## config.mk

```make
export PLATFORM = sky130hd
export DESIGN_NAME = positional_list_engine_core
export DESIGN_NICKNAME = d
export VERILOG_FILES = /design/src/design/ple_pkg.sv /design/src/design/positional_list_engine_core.sv /design/src/design/ple_cell.sv
export SDC_FILE = /design/constraint.sdc
export NUM_CORES = 2
export LEC_CHECK = 0
export BUFFER_PORTS_ARGS = -buffer_cell sky130_fd_sc_hd__buf_2
export CORE_MARGIN = 3
export CORE_UTILIZATION = 35
export CTS_BUF_LIST = sky130_fd_sc_hd__clkbuf_4
export DETAILED_ROUTE_END_ITERATION = 10
export GPL_TIMING_DRIVEN = 0
export PLACE_DENSITY = 0.51
export SYNTH_ARGS = -nofsm -noshare
export SYNTH_HDL_FRONTEND = slang
export SYNTH_SLANG_ARGS = --single-unit
```

## constraint.sdc

```tcl
create_clock -name i_clk -period 9.6 [get_ports i_clk]
set_clock_uncertainty 0.15 [all_clocks]
set_input_delay 0 -clock i_clk [delete_from_list [all_inputs] [get_ports i_clk]]
set_output_delay 0 -clock i_clk [all_outputs]
set_load 0.02 [all_outputs]
```

## src/design/ple_pkg.sv

```systemverilog
// Shared types and constants for the positional list engine.
package ple_pkg;

    localparam int DATA_W = 32;
    localparam int OP_W   = 3;
    localparam int POS_W  = 8;
    localparam int STAT_W = 2;
    localparam int LEN_W  = 5;

    typedef enum logic [OP_W-1:0] {
        OP_INS_FRONT = 3'd0,
        OP_INS_BACK  = 3'd1,
        OP_INS_POS   = 3'd2,
        OP_DEL_FRONT = 3'd3,
        OP_DEL_BACK  = 3'd4,
        OP_DEL_POS   = 3'd5,
        OP_LIST      = 3'd6
    } t_op;

    typedef enum logic [STAT_W-1:0] {
        STAT_OK    = 2'd0,
        STAT_RANGE = 2'd1,
        STAT_EMPTY = 2'd2,
        STAT_FULL  = 2'd3
    } t_status;

    typedef enum logic [1:0] {
        ST_IDLE = 2'b01,
        ST_LIST = 2'b10
    } t_state;

    // Per-cell load select; at most one bit set per cycle.
    typedef struct packed {
        logic load_value;
        logic load_prev;
        logic load_next;
        logic load_head;
    } t_cell_sel;

endpackage

```

## src/design/positional_list_engine_core.sv

```systemverilog
// Top level of the positional list engine: control and the row of cells.
//
// Ordered list of up to CAPACITY signed 32-bit elements, one per cell.
// Input channel (i_valid/o_ready) carries operation, value and position;
// output channel (o_valid/i_ready) carries status, element, length, last.
// Insert and delete items load the cells from the position onward at once
// from the new value or a left or right neighbor, and one result (last=1)
// appears in the output register on the next cycle. A new item is taken
// every cycle while the output register is free or being drained.
// A list item rotates the cells one place per cycle while the output
// register is free, cell 0 feeding the output, so the list returns to
// its original order after the last element; no item is taken meanwhile.
// When the receiver stalls, the output register holds its result and
// o_ready drops until the result is taken; no result is lost or repeated.
// Reset (synchronous, active low) empties the list and clears o_valid;
// element contents are not cleared and are never read before written.
module positional_list_engine_core #(
    parameter int CAPACITY = 16
) (
    input  logic                               i_clk,
    input  logic                               i_rst_n,
    input  logic                               i_valid,
    output logic                               o_ready,
    input  logic [ple_pkg::OP_W-1:0]           i_operation,
    input  logic signed [ple_pkg::DATA_W-1:0]  i_value,
    input  logic [ple_pkg::POS_W-1:0]          i_position,
    output logic                               o_valid,
    input  logic                               i_ready,
    output logic [ple_pkg::STAT_W-1:0]         o_status,
    output logic signed [ple_pkg::DATA_W-1:0]  o_element,
    output logic [ple_pkg::LEN_W-1:0]          o_length,
    output logic                               o_last
);
    import ple_pkg::*;

    localparam int IW = $clog2(CAPACITY);
    localparam int FW = $clog2(CAPACITY + 1);
    localparam int CW = ((FW > POS_W) ? FW : POS_W) + 1;

    t_state                r_state, n_state;
    logic [FW-1:0]         r_fill, n_fill;
    logic [FW-1:0]         r_cnt, n_cnt;
    logic                  r_out_valid, n_out_valid;
    t_status               r_status, n_status;
    logic signed [DATA_W-1:0] r_element, n_element;
    logic [FW-1:0]         r_length, n_length;
    logic                  r_last, n_last;

    logic                  w_out_free;
    logic                  w_accept;
    logic                  w_full, w_empty;
    logic [CW-1:0]         w_pos_ext, w_fill_ext;
    logic                  w_ins_en, w_del_en, w_rot_en;
    logic [IW-1:0]         w_idx, w_tail;
    logic [FW-1:0]         w_fill_m1;

    logic signed [DATA_W-1:0] w_data [CAPACITY];
    t_cell_sel             w_sel  [CAPACITY];

    assign w_out_free = !r_out_valid || i_ready;
    assign o_ready    = (r_state == ST_IDLE) && w_out_free;
    assign w_accept   = i_valid && o_ready;
    assign w_full     = (r_fill == FW'(CAPACITY));
    assign w_empty    = (r_fill == '0);
    assign w_pos_ext  = CW'(i_position);
    assign w_fill_ext = CW'(r_fill);
    assign w_fill_m1  = r_fill - FW'(1);
    assign w_tail     = IW'(w_fill_m1);

    always_comb begin
        n_state     = r_state;
        n_fill      = r_fill;
        n_cnt       = r_cnt;
        n_out_valid = r_out_valid && !i_ready;
        n_status    = r_status;
        n_element   = r_element;
        n_length    = r_length;
        n_last      = r_last;
        w_ins_en    = 1'b0;
        w_del_en    = 1'b0;
        w_rot_en    = 1'b0;
        w_idx       = '0;

        case (r_state)
            ST_IDLE: begin
                if (w_accept) begin
                    n_out_valid = 1'b1;
                    n_status    = STAT_OK;
                    n_element   = '0;
                    n_last      = 1'b1;
                    case (i_operation)
                        OP_INS_FRONT, OP_INS_BACK, OP_INS_POS: begin
                            if (w_full) begin
                                n_status = STAT_FULL;
                            end else if (i_operation == OP_INS_FRONT) begin
                                w_ins_en = 1'b1;
                                w_idx    = '0;
                            end else if (i_operation == OP_INS_BACK) begin
                                w_ins_en = 1'b1;
                                w_idx    = IW'(r_fill);
                            end else if (w_pos_ext == '0 ||
                                         w_pos_ext > w_fill_ext + CW'(1)) begin
                                n_status = STAT_RANGE;
                            end else begin
                                w_ins_en = 1'b1;
                                w_idx    = IW'(i_position - POS_W'(1));
                            end
                            if (w_ins_en) begin
                                n_fill = r_fill + FW'(1);
                            end
                        end
                        OP_DEL_FRONT, OP_DEL_BACK, OP_DEL_POS: begin
                            if (w_empty) begin
                                n_status = STAT_EMPTY;
                            end else if (i_operation == OP_DEL_FRONT) begin
                                w_del_en = 1'b1;
                                w_idx    = '0;
                            end else if (i_operation == OP_DEL_BACK) begin
                                w_del_en = 1'b1;
                                w_idx    = w_tail;
                            end else if (w_pos_ext == '0 || w_pos_ext > w_fill_ext) begin
                                n_status = STAT_RANGE;
                            end else begin
                                w_del_en = 1'b1;
                                w_idx    = IW'(i_position - POS_W'(1));
                            end
                            if (w_del_en) begin
                                n_fill = w_fill_m1;
                            end
                        end
                        OP_LIST: begin
                            if (w_empty) begin
                                n_status = STAT_EMPTY;
                            end else begin
                                // results come from the rotation in ST_LIST
                                n_out_valid = r_out_valid && !i_ready;
                                n_cnt       = '0;
                                n_state     = ST_LIST;
                            end
                        end
                        default: begin
                        end
                    endcase
                    n_length = n_fill;
                end
            end
            ST_LIST: begin
                if (w_out_free) begin
                    w_rot_en    = 1'b1;
                    n_out_valid = 1'b1;
                    n_status    = STAT_OK;
                    n_element   = w_data[0];
                    n_length    = r_fill;
                    n_last      = (r_cnt == w_fill_m1);
                    n_cnt       = r_cnt + FW'(1);
                    if (r_cnt == w_fill_m1) begin
                        n_state = ST_IDLE;
                    end
                end
            end
            default: begin
                n_state = ST_IDLE;
            end
        endcase
    end

    always_ff @(posedge i_clk) begin
        if (!i_rst_n) begin
            r_state     <= ST_IDLE;
            r_fill      <= '0;
            r_cnt       <= '0;
            r_out_valid <= 1'b0;
        end else begin
            r_state     <= n_state;
            r_fill      <= n_fill;
            r_cnt       <= n_cnt;
            r_out_valid <= n_out_valid;
        end
    end

    always_ff @(posedge i_clk) begin
        r_status  <= n_status;
        r_element <= n_element;
        r_length  <= n_length;
        r_last    <= n_last;
    end

    genvar gi;
    generate
        for (gi = 0; gi < CAPACITY; gi++) begin : g_cell
            // insert opens a gap at w_idx, delete closes it, listing rotates
            // the occupied cells left with cell 0 wrapping to the tail
            assign w_sel[gi].load_value = w_ins_en && (IW'(gi) == w_idx);
            assign w_sel[gi].load_prev  = w_ins_en && (IW'(gi) > w_idx);
            assign w_sel[gi].load_next  = (w_del_en && (IW'(gi) >= w_idx)) ||
                                          (w_rot_en && (IW'(gi) < w_tail));
            assign w_sel[gi].load_head  = w_rot_en && (IW'(gi) == w_tail);

            ple_cell u_cell (
                .i_clk   (i_clk),
                .i_sel   (w_sel[gi]),
                .i_value (i_value),
                .i_prev  (w_data[(gi == 0) ? 0 : gi - 1]),
                .i_next  (w_data[(gi == CAPACITY - 1) ? gi : gi + 1]),
                .i_head  (w_data[0]),
                .o_data  (w_data[gi])
            );
        end
    endgenerate

    assign o_valid   = r_out_valid;
    assign o_status  = r_status;
    assign o_element = r_element;
    assign o_length  = LEN_W'(r_length);
    assign o_last    = r_last;

endmodule

```

## src/design/ple_cell.sv

```systemverilog
// One storage cell of the list: holds an element and loads it from a neighbor, cell 0 or the input value.
module ple_cell (
    input  logic                               i_clk,
    input  ple_pkg::t_cell_sel                 i_sel,
    input  logic signed [ple_pkg::DATA_W-1:0]  i_value,
    input  logic signed [ple_pkg::DATA_W-1:0]  i_prev,
    input  logic signed [ple_pkg::DATA_W-1:0]  i_next,
    input  logic signed [ple_pkg::DATA_W-1:0]  i_head,
    output logic signed [ple_pkg::DATA_W-1:0]  o_data
);
    import ple_pkg::*;

    logic signed [DATA_W-1:0] r_data;
    logic signed [DATA_W-1:0] n_data;

    always_comb begin
        n_data = r_data;
        if (i_sel.load_value) begin
            n_data = i_value;
        end else if (i_sel.load_prev) begin
            n_data = i_prev;
        end else if (i_sel.load_next) begin
            n_data = i_next;
        end else if (i_sel.load_head) begin
            n_data = i_head;
        end
    end

    always_ff @(posedge i_clk) begin
        r_data <= n_data;
    end

    assign o_data = r_data;

endmodule
```

Yosys cells after proc, flatten, opt, wreduce, memory -nomap -nowiden
Cells that the tools add are included.
Widths: inputs -> output; s select.
- flip-flop bits (word level): 565
- input port bits: 47
- logic and storage cells: 395
- add/subtract/negate cells: 5
- magnitude comparators: 50
- equal/unequal tests: 47
- muxes and demuxes: 137
- reduce and logical (&&, ||, !) cells: 132
- operators by type and width (cell ; number):
    $mux 32 ; 65
    $logic_and 1x1->1 ; 82
    $eq 4x4->1 const A ; 16
    $pmux 32 s2 ; 1
    $reduce_bool 4->1 ; 14
    $mux 4 ; 10
    $mux 5 ; 8
    $mux 1 ; 34
    $eq 3x4->1 const A ; 8
    $ge 4x4->1 const A ; 8
    $gt 4x4->1 const A ; 8
    $lt 4x4->1 const A ; 8
    $pmux 5 s2 ; 3
    $mux 2 ; 10
    $logic_or 1x1->1 ; 19
    $eq 2x4->1 const A ; 4
    $ge 3x4->1 const A ; 4
    $gt 3x4->1 const A ; 4
    $lt 3x4->1 const A ; 4
    $add 5x1->5 const B ; 2
    $reduce_and 5->1 ; 2
    $eq 3x3->1 const B ; 3
    $logic_not 9->1 ; 1
    $eq 1x4->1 const A ; 2
    other kinds (33) ; 51

Depth between registers and ports, before layout
- depth in word-level cells: 17
- depth in mapped cells: 18
- gate-level depth less buffers: 13

Cells and area by module
A second synthesis with hierarchy kept.
- cell total of the unflattened synthesis: 3313
- area, all modules: 40067.2 µm²
- modules (own cells, without submodules) (module ; instances ; cells an instance ; area each (µm²)):
    ple_cell ; 16 ; 179 ; 2248.4
    positional_list_engine_core ; 1 ; 449 ; 4092.7

Least setup slack after synthesis
No wires, ideal clock.
- path kind: register to register
- start point: reg r_fill[0]
- end point: reg g_cell[9].u_cell.r_data[0], enable pin
- setup time: 0.533 ns
- data arrival time: 5.425 ns
- required time: 8.917 ns
- path slack: 3.491 ns
- cell stages (with the launch flop): 8
- path buffers: 1
- clock period less this slack: 6.109 ns
- path through: dfxtp_1 buf_2 inv_1 ha_1 nor2b_1 nor2_1 nand2_1 o311ai_0
- cells in the longest elaborated chain, start to end: 15
- ends and longest elaborated chain (what ; RTL line ; source):
    start, declared ; positional_list_engine_core.sv:41 ; logic [FW-1:0] r_fill, n_fill;
    start signal, assigned ; positional_list_engine_core.sv:175 ; r_fill <= n_fill;
    parallel branches: the longest is 14 deep, another holds $gt 8x6->1 ; -- ;
    $reduce_bool 4->1 (no source line) * ; -- ;
    end signal, assigned ; ple_cell.sv:30 ; r_data <= n_data;
    end, declared ; ple_cell.sv:13 ; logic signed [DATA_W-1:0] r_data;
Mark *: on every way between the ends. The select of a mux whose other input is x is not followed.
A chain may end at the register's enable or synchronous reset.

Worst setup path in the final report
- start point: reg r_fill[0]
- end point: reg g_cell[5].u_cell.r_data[10], enable pin
- cells in the longest elaborated chain, start to end: 15
- ends and longest elaborated chain (what ; RTL line):
    parallel branches: the longest is 14 deep, another holds $gt 8x6->1 ; --
    $reduce_bool 4->1 (no source line) * ; --
    end signal, assigned ; ple_cell.sv:30
    end, declared ; ple_cell.sv:13
Marked as above.

==> flow_summary.html <==
<table>
<tr><th>Metric</th><th>Value</th></tr>
<tr><th colspan="2">Power</th></tr>
<tr><td>Leakage power figure</td><td>12.44 nW</td></tr>
<tr><td>Switching share of power</td><td>0.3772</td></tr>
<tr><td>Overall power of the completed layout</td><td>0.009632 W</td></tr>
<tr><td>Combinational fraction of design power</td><td>0.324</td></tr>
<tr><td>Internal Dissipation</td><td>0.005999 W</td></tr>
<tr><td>Switching pwr</td><td>0.003633 W</td></tr>
<tr><td>Max rail drop VDD</td><td>0.1442 mV</td></tr>
<tr><td>Power share of the clock group</td><td>0.260</td></tr>
<tr><td>Relative contribution of sequential cells to total power</td><td>0.415</td></tr>
<tr><td>Power per unit of standard cell area</td><td>258.6 nW/µm²</td></tr>
<tr><th colspan="2">Clocking</th></tr>
<tr><td>Clock Latency Late Sink</td><td>1100 ps</td></tr>
<tr><td>Root buffer cell</td><td>sky130_fd_sc_hd__clkbuf_4</td></tr>
<tr><td>Clock slew at reported path FFs</td><td>60 ps</td></tr>
<tr><td>Post-CTS setup buffers</td><td>0</td></tr>
<tr><td>Number of buffers inserted during clock tree synthesis</td><td>164</td></tr>
<tr><td>Clock tree from TritonCTS</td><td>built</td></tr>
<tr><td>Num Clock Sinks</td><td>565</td></tr>
<tr><td>Maximum clock insertion buffer count</td><td>3</td></tr>
<tr><td>H-tree levels</td><td>4</td></tr>
<tr><th colspan="2">Final layout</th></tr>
<tr><td>Share of cells above drive strength 1</td><td>0.1797</td></tr>
<tr><td>Highest-count cells in the layout ignoring fill and taps</td><td>sky130_fd_sc_hd__edfxtp_1, sky130_fd_sc_hd__nand2_1, sky130_fd_sc_hd__nor2_1, sky130_fd_sc_hd__clkbuf_4, sky130_fd_sc_hd__mux2i_1</td></tr>
<tr><td>Number of nets in the finished design</td><td>3369</td></tr>
<tr><td>Area Overhead vs Synth</td><td>17.83%</td></tr>
<tr><td>Leading cell type in the layout, fill and taps excluded</td><td>sky130_fd_sc_hd__edfxtp_1</td></tr>
<tr><td>Fillers</td><td>8777</td></tr>
<tr><td>Post-route cell area</td><td>37240 µm²</td></tr>
<tr><th colspan="2">Synth</th></tr>
<tr><td>#FFs+latches synth</td><td>565</td></tr>
<tr><td>Most common flop cell mapped by yosys</td><td>sky130_fd_sc_hd__edfxtp_1</td></tr>
<tr><td>Count of distinct cell types in the synthesized netlist</td><td>88</td></tr>
<tr><td>Post-Synthesis Cell Area</td><td>31610 µm²</td></tr>
<tr><td>Mean post-synth cell area</td><td>10.83 µm²</td></tr>
<tr><td>Syn_nets</td><td>2985</td></tr>
<tr><td>Cell count after synthesis</td><td>2918</td></tr>
<tr><td>Number of flops mapped to enable cells by yosys</td><td>552</td></tr>
<tr><td>Async set-or-reset flop fraction in the synthesized netlist</td><td>0</td></tr>
<tr><td>Proportion of synthesized chip area in sequential cells</td><td>0.5327</td></tr>
<tr><td>Synth warnings</td><td>0</td></tr>
<tr><th colspan="2">Timing</th></tr>
<tr><td>Final Hold Violating Endpoints</td><td>0</td></tr>
<tr><td>Worst setup margin</td><td>2095 ps</td></tr>
<tr><td>Max-slew violation total from the final report</td><td>11</td></tr>
<tr><td>FMAX</td><td>133.2 MHz</td></tr>
<tr><td>Transition at the pin with the smallest max-transition slack</td><td>1675 ps</td></tr>
<tr><td>Setup violators final</td><td>0</td></tr>
<tr><td>Worst slew margin relative to its limit</td><td>-0.1167</td></tr>
<tr><td>Unrepaired setup endpoints after global routing</td><td>no</td></tr>
<tr><td>Final critical-path required period</td><td>7505 ps</td></tr>
<tr><td>Post-route clock period utilization</td><td>0.7818</td></tr>
<tr><th colspan="2">Global routing</th></tr>
<tr><td>Initial antenna violation count</td><td>2</td></tr>
<tr><td>Global-route wire length before repair</td><td>212200 µm</td></tr>
<tr><td>Global route total overflow</td><td>0</td></tr>
<tr><td>Tot GR Track Use</td><td>0.3137</td></tr>
<tr><td>Largest net degree at the start of global routing</td><td>33</td></tr>
<tr><td>Number of global-route vias before repair</td><td>29310</td></tr>
<tr><th colspan="2">Worst setup path</th></tr>
<tr><td>Number of cells on the worst reg-to-reg path</td><td>17</td></tr>
<tr><td>Cells along the critical path</td><td>buf_2 -&gt; inv_1 -&gt; ha_1 -&gt; clkbuf_1 -&gt; inv_1 -&gt; ha_1 -&gt; nand2b_1 -&gt; a211oi_1 -&gt; o21a_1 -&gt; o32a_1 -&gt; o21a_1 -&gt; buf_4 -&gt; o21ai_0 -&gt; o21ai_1 -&gt; buf_2 -&gt; buf_2 -&gt; a31o_2</td></tr>
<tr><td>Worst reg2reg startpoint</td><td>r_fill[0]$_SDFFE_PN0P_</td></tr>
<tr><td>Count of buffering cells on the critical path with inverters included</td><td>7</td></tr>
<tr><td>Worst r2r dst</td><td>g_cell[5].u_cell.o_data[10]$_DFFE_PP_</td></tr>
<tr><td>Max FO, Critical Path</td><td>32</td></tr>
<tr><td>Worst setup slack for register-to-register paths</td><td>2100 ps</td></tr>
<tr><td>Kind of cell adding the most delay to the critical path</td><td>compound AO/OA/AOI/OAI gates</td></tr>
<tr><td>Kind of launch point of the worst setup path</td><td>flop</td></tr>
<tr><td>Critical path arrival</td><td>8010 ps</td></tr>
<tr><td>Endpoint class of the critical path</td><td>flop</td></tr>
<tr><td>Stage delay of the slowest cell on the critical path</td><td>1090 ps</td></tr>
<tr><td>Crit path top cell by count</td><td>sky130_fd_sc_hd__buf_2</td></tr>
<tr><td>WP data required</td><td>10100 ps</td></tr>
<tr><td>Crit path max-delay cell type</td><td>sky130_fd_sc_hd__a31o_2</td></tr>
<tr><td>Category of the most critical setup path</td><td>flop to flop</td></tr>
<tr><th colspan="2">Routing</th></tr>
<tr><td>Number of remaining DRC errors</td><td>0</td></tr>
<tr><td>Mean routed wirelength per cell</td><td>32.90 µm</td></tr>
<tr><td>Total wire length</td><td>151300 µm</td></tr>
<tr><td>Iter 0 DRT Violations</td><td>4279</td></tr>
<tr><td>Via count of the routed design</td><td>29440</td></tr>
<tr><td>Vias per std cell</td><td>6.403</td></tr>
<tr><td>Post-route antenna net violation count</td><td>0</td></tr>
<tr><td>TritonRoute pass-1 iters</td><td>7</td></tr>
<tr><th colspan="2">Status</th></tr>
<tr><td>Failing checks</td><td>max-capacitance violations, max-slew violations</td></tr>
<tr><td>Status</td><td>complete, but fails checks</td></tr>
<tr><th colspan="2">Hold path</th></tr>
<tr><td>Number of cells traversed by the worst hold path</td><td>5</td></tr>
<tr><td>Hold path start</td><td>i_value[2]</td></tr>
<tr><td>Hold Path End</td><td>g_cell[11].u_cell.o_data[2]$_DFFE_PP_</td></tr>
<tr><td>HP Class</td><td>input pin to flop</td></tr>
<tr><th colspan="2">Placed design</th></tr>
<tr><td>DPL Wire Length</td><td>104900 µm</td></tr>
<tr><td>Place WS</td><td>2372 ps</td></tr>
<tr><td>Number of input and output port buffers inserted</td><td>86</td></tr>
<tr><td>Cell area after placement</td><td>33950 µm²</td></tr>
<tr><td>Routability cong.</td><td>0.9592</td></tr>
<tr><th colspan="2">Floorplan</th></tr>
<tr><td>Die outline area</td><td>93950 µm²</td></tr>
<tr><td>Number of I/O pins</td><td>89</td></tr>
<tr><td>Starting density of the core</td><td>0.3555</td></tr>
<tr><td>Die X</td><td>306.5 µm</td></tr>
<tr><td>Chip Height</td><td>306.5 µm</td></tr>
<tr><td>Std-Cell Core Area</td><td>88920 µm²</td></tr>
<tr><td>Number of placement rows</td><td>109</td></tr>
<tr><th colspan="2">Flow run</th></tr>
<tr><td>Max capacitance violation total</td><td>1</td></tr>
</table>
worst max-delay path by stage:
stage                                 from                               endpoint  slack [ps]  cells after the start
finish              r_fill[0]$_SDFFE_PN0P_  g_cell[5].u_cell.o_data[10]$_DFFE_PP_        2100                     17
global route        r_fill[0]$_SDFFE_PN0P_   g_cell[5].u_cell.o_data[5]$_DFFE_PP_        1780                     17
CTS                 r_fill[0]$_SDFFE_PN0P_  g_cell[5].u_cell.o_data[16]$_DFFE_PP_        2240                     17
detailed placement  r_fill[0]$_SDFFE_PN0P_  g_cell[5].u_cell.o_data[14]$_DFFE_PP_        2370                     17
global placement    r_fill[0]$_SDFFE_PN0P_  g_cell[9].u_cell.o_data[11]$_DFFE_PP_       -1880                      7
floorplan           r_fill[0]$_SDFFE_PN0P_   g_cell[9].u_cell.o_data[0]$_DFFE_PP_        3490                      7
flip-flops by register name (all words and copies together) (netlist names):
name                  cells
g_cell.u_cell.o_data    512
o_element                32
o_length                  5
r_cnt                     5
r_fill                    5
o_status                  2
r_state                   2
o_last                    1
o_valid                   1
worst reg2reg max path, stage by stage (launching register included):
cell and delay (ps):
sky130_fd_sc_hd__dfxtp_1 440, sky130_fd_sc_hd__buf_2 310, sky130_fd_sc_hd__inv_1 230, sky130_fd_sc_hd__ha_1 330, sky130_fd_sc_hd__clkbuf_1 490, sky130_fd_sc_hd__inv_1 280
sky130_fd_sc_hd__ha_1 370, sky130_fd_sc_hd__nand2b_1 60, sky130_fd_sc_hd__a211oi_1 400, sky130_fd_sc_hd__o21a_1 280, sky130_fd_sc_hd__o32a_1 270, sky130_fd_sc_hd__o21a_1 270
sky130_fd_sc_hd__buf_4 260, sky130_fd_sc_hd__o21ai_0 300, sky130_fd_sc_hd__o21ai_1 580, sky130_fd_sc_hd__buf_2 440, sky130_fd_sc_hd__buf_2 500, sky130_fd_sc_hd__a31o_2 1090
cells by family (layout without fill, tap and decap cells):
| logic type | Yosys count | count (layout) | share of synthesized area |
|---|---|---|---|
| adders and majority gates | 20 | 20 | 0.007917 |
| buffers and inverters | 350 | 860 | 0.04774 |
| other | 0 | 5 | 0 |
| DFF | 565 | 565 | 0.5327 |
| xor gates and xnor gates | 22 | 22 | 0.006096 |
| and+or+nand+nor | 716 | 716 | 0.1009 |
| AOI/OAI and AO/OA | 1012 | 1012 | 0.2309 |
| muxes | 233 | 233 | 0.07383 |
power groups by stage:
stage	Combinational, W	Sequential, W	Clock, W
2_1_floorplan	0.00174	0.00397	0
3_3_place_gp	0.00280	0.00407	0
3_5_place_dp	0.00297	0.00402	0
4_1_cts	0.00304	0.00397	0.00253
5_1_grt	0.00327	0.00404	0.00266
6_report	0.00312	0.00400	0.00251
cell usage after synthesis (10+ instances only):
master,n,area [µm²]
sky130_fd_sc_hd__a22o_1,11,96.34
sky130_fd_sc_hd__a221o_1,13,130.1
sky130_fd_sc_hd__nand3_1,51,255.2
sky130_fd_sc_hd__a211oi_1,66,495.5
sky130_fd_sc_hd__nor2b_1,10,62.56
sky130_fd_sc_hd__a22oi_1,15,112.6
sky130_fd_sc_hd__o221a_1,30,337.8
sky130_fd_sc_hd__clkbuf_1,188,705.7
sky130_fd_sc_hd__nor2_1,249,934.7
sky130_fd_sc_hd__mux2i_1,232,2322
sky130_fd_sc_hd__buf_1,15,56.30
sky130_fd_sc_hd__a221oi_2,28,420.4
sky130_fd_sc_hd__o21ai_0,109,545.5
sky130_fd_sc_hd__a31oi_1,111,694.4
sky130_fd_sc_hd__ha_1,20,250.2
sky130_fd_sc_hd__nand2_1,267,1002
sky130_fd_sc_hd__o21ai_1,36,180.2
sky130_fd_sc_hd__dfxtp_1,13,260.3
sky130_fd_sc_hd__o22ai_1,194,1214
sky130_fd_sc_hd__buf_4,14,105.1
sky130_fd_sc_hd__inv_1,49,183.9
sky130_fd_sc_hd__o221a_2,71,799.5
sky130_fd_sc_hd__nor3_1,42,210.2
sky130_fd_sc_hd__edfxtp_1,552,16580
sky130_fd_sc_hd__o22a_1,81,709.4
sky130_fd_sc_hd__a21oi_1,182,910.9
sky130_fd_sc_hd__buf_2,78,390.4
sky130_fd_sc_hd__xnor2_1,15,131.4
sky130_fd_sc_hd__and2_1,39,244.0
layer usage:
metal  part of all wire  track usage
met3               0.12      0.09504
met5             0.0016     0.006572
met4              0.051       0.1585
met1               0.39       0.4009
met2               0.44       0.4826
area by class of cell:
class                   count  area [µm²]  area share
repair buffers            218        1891     0.05076
plain buffers             301        1326     0.03561
clock inverters            48       357.8    0.009608
inverters                  49       183.9    0.004939
multi-input cells        2003       13350      0.3584
diodes                      5       12.51   0.0003360
clock buffers             244        1832     0.04918
flip-flops and latches    565       16840      0.4521
well taps                1165        1458     0.03914
repair_timing:
action,in CTS,in global routing
hold buffers,109,0
endpoints found under the hold margin,570,0
resized for setup,0,0
through the flow:
| step | utilization | cells | hold slack, ps | TNS [ps] |
|---|---|---|---|---|
| 2_1_floorplan | - | 2918 | 42.04 | 0 |
| 3_3_place_gp | 0.3767 | 4169 | 257.5 | -59760 |
| 3_5_place_dp | 0.3818 | 4192 | 266.9 | 0 |
| 4_1_cts | 0.4187 | 4593 | 3.253 | 0 |
| 5_1_grt | 0.4187 | 4594 | 103.7 | 0 |
| 6_report | 0.4188 | 4598 | 111.7 | 0 |
No activity file was read; power rests on OpenSTA's default activity.
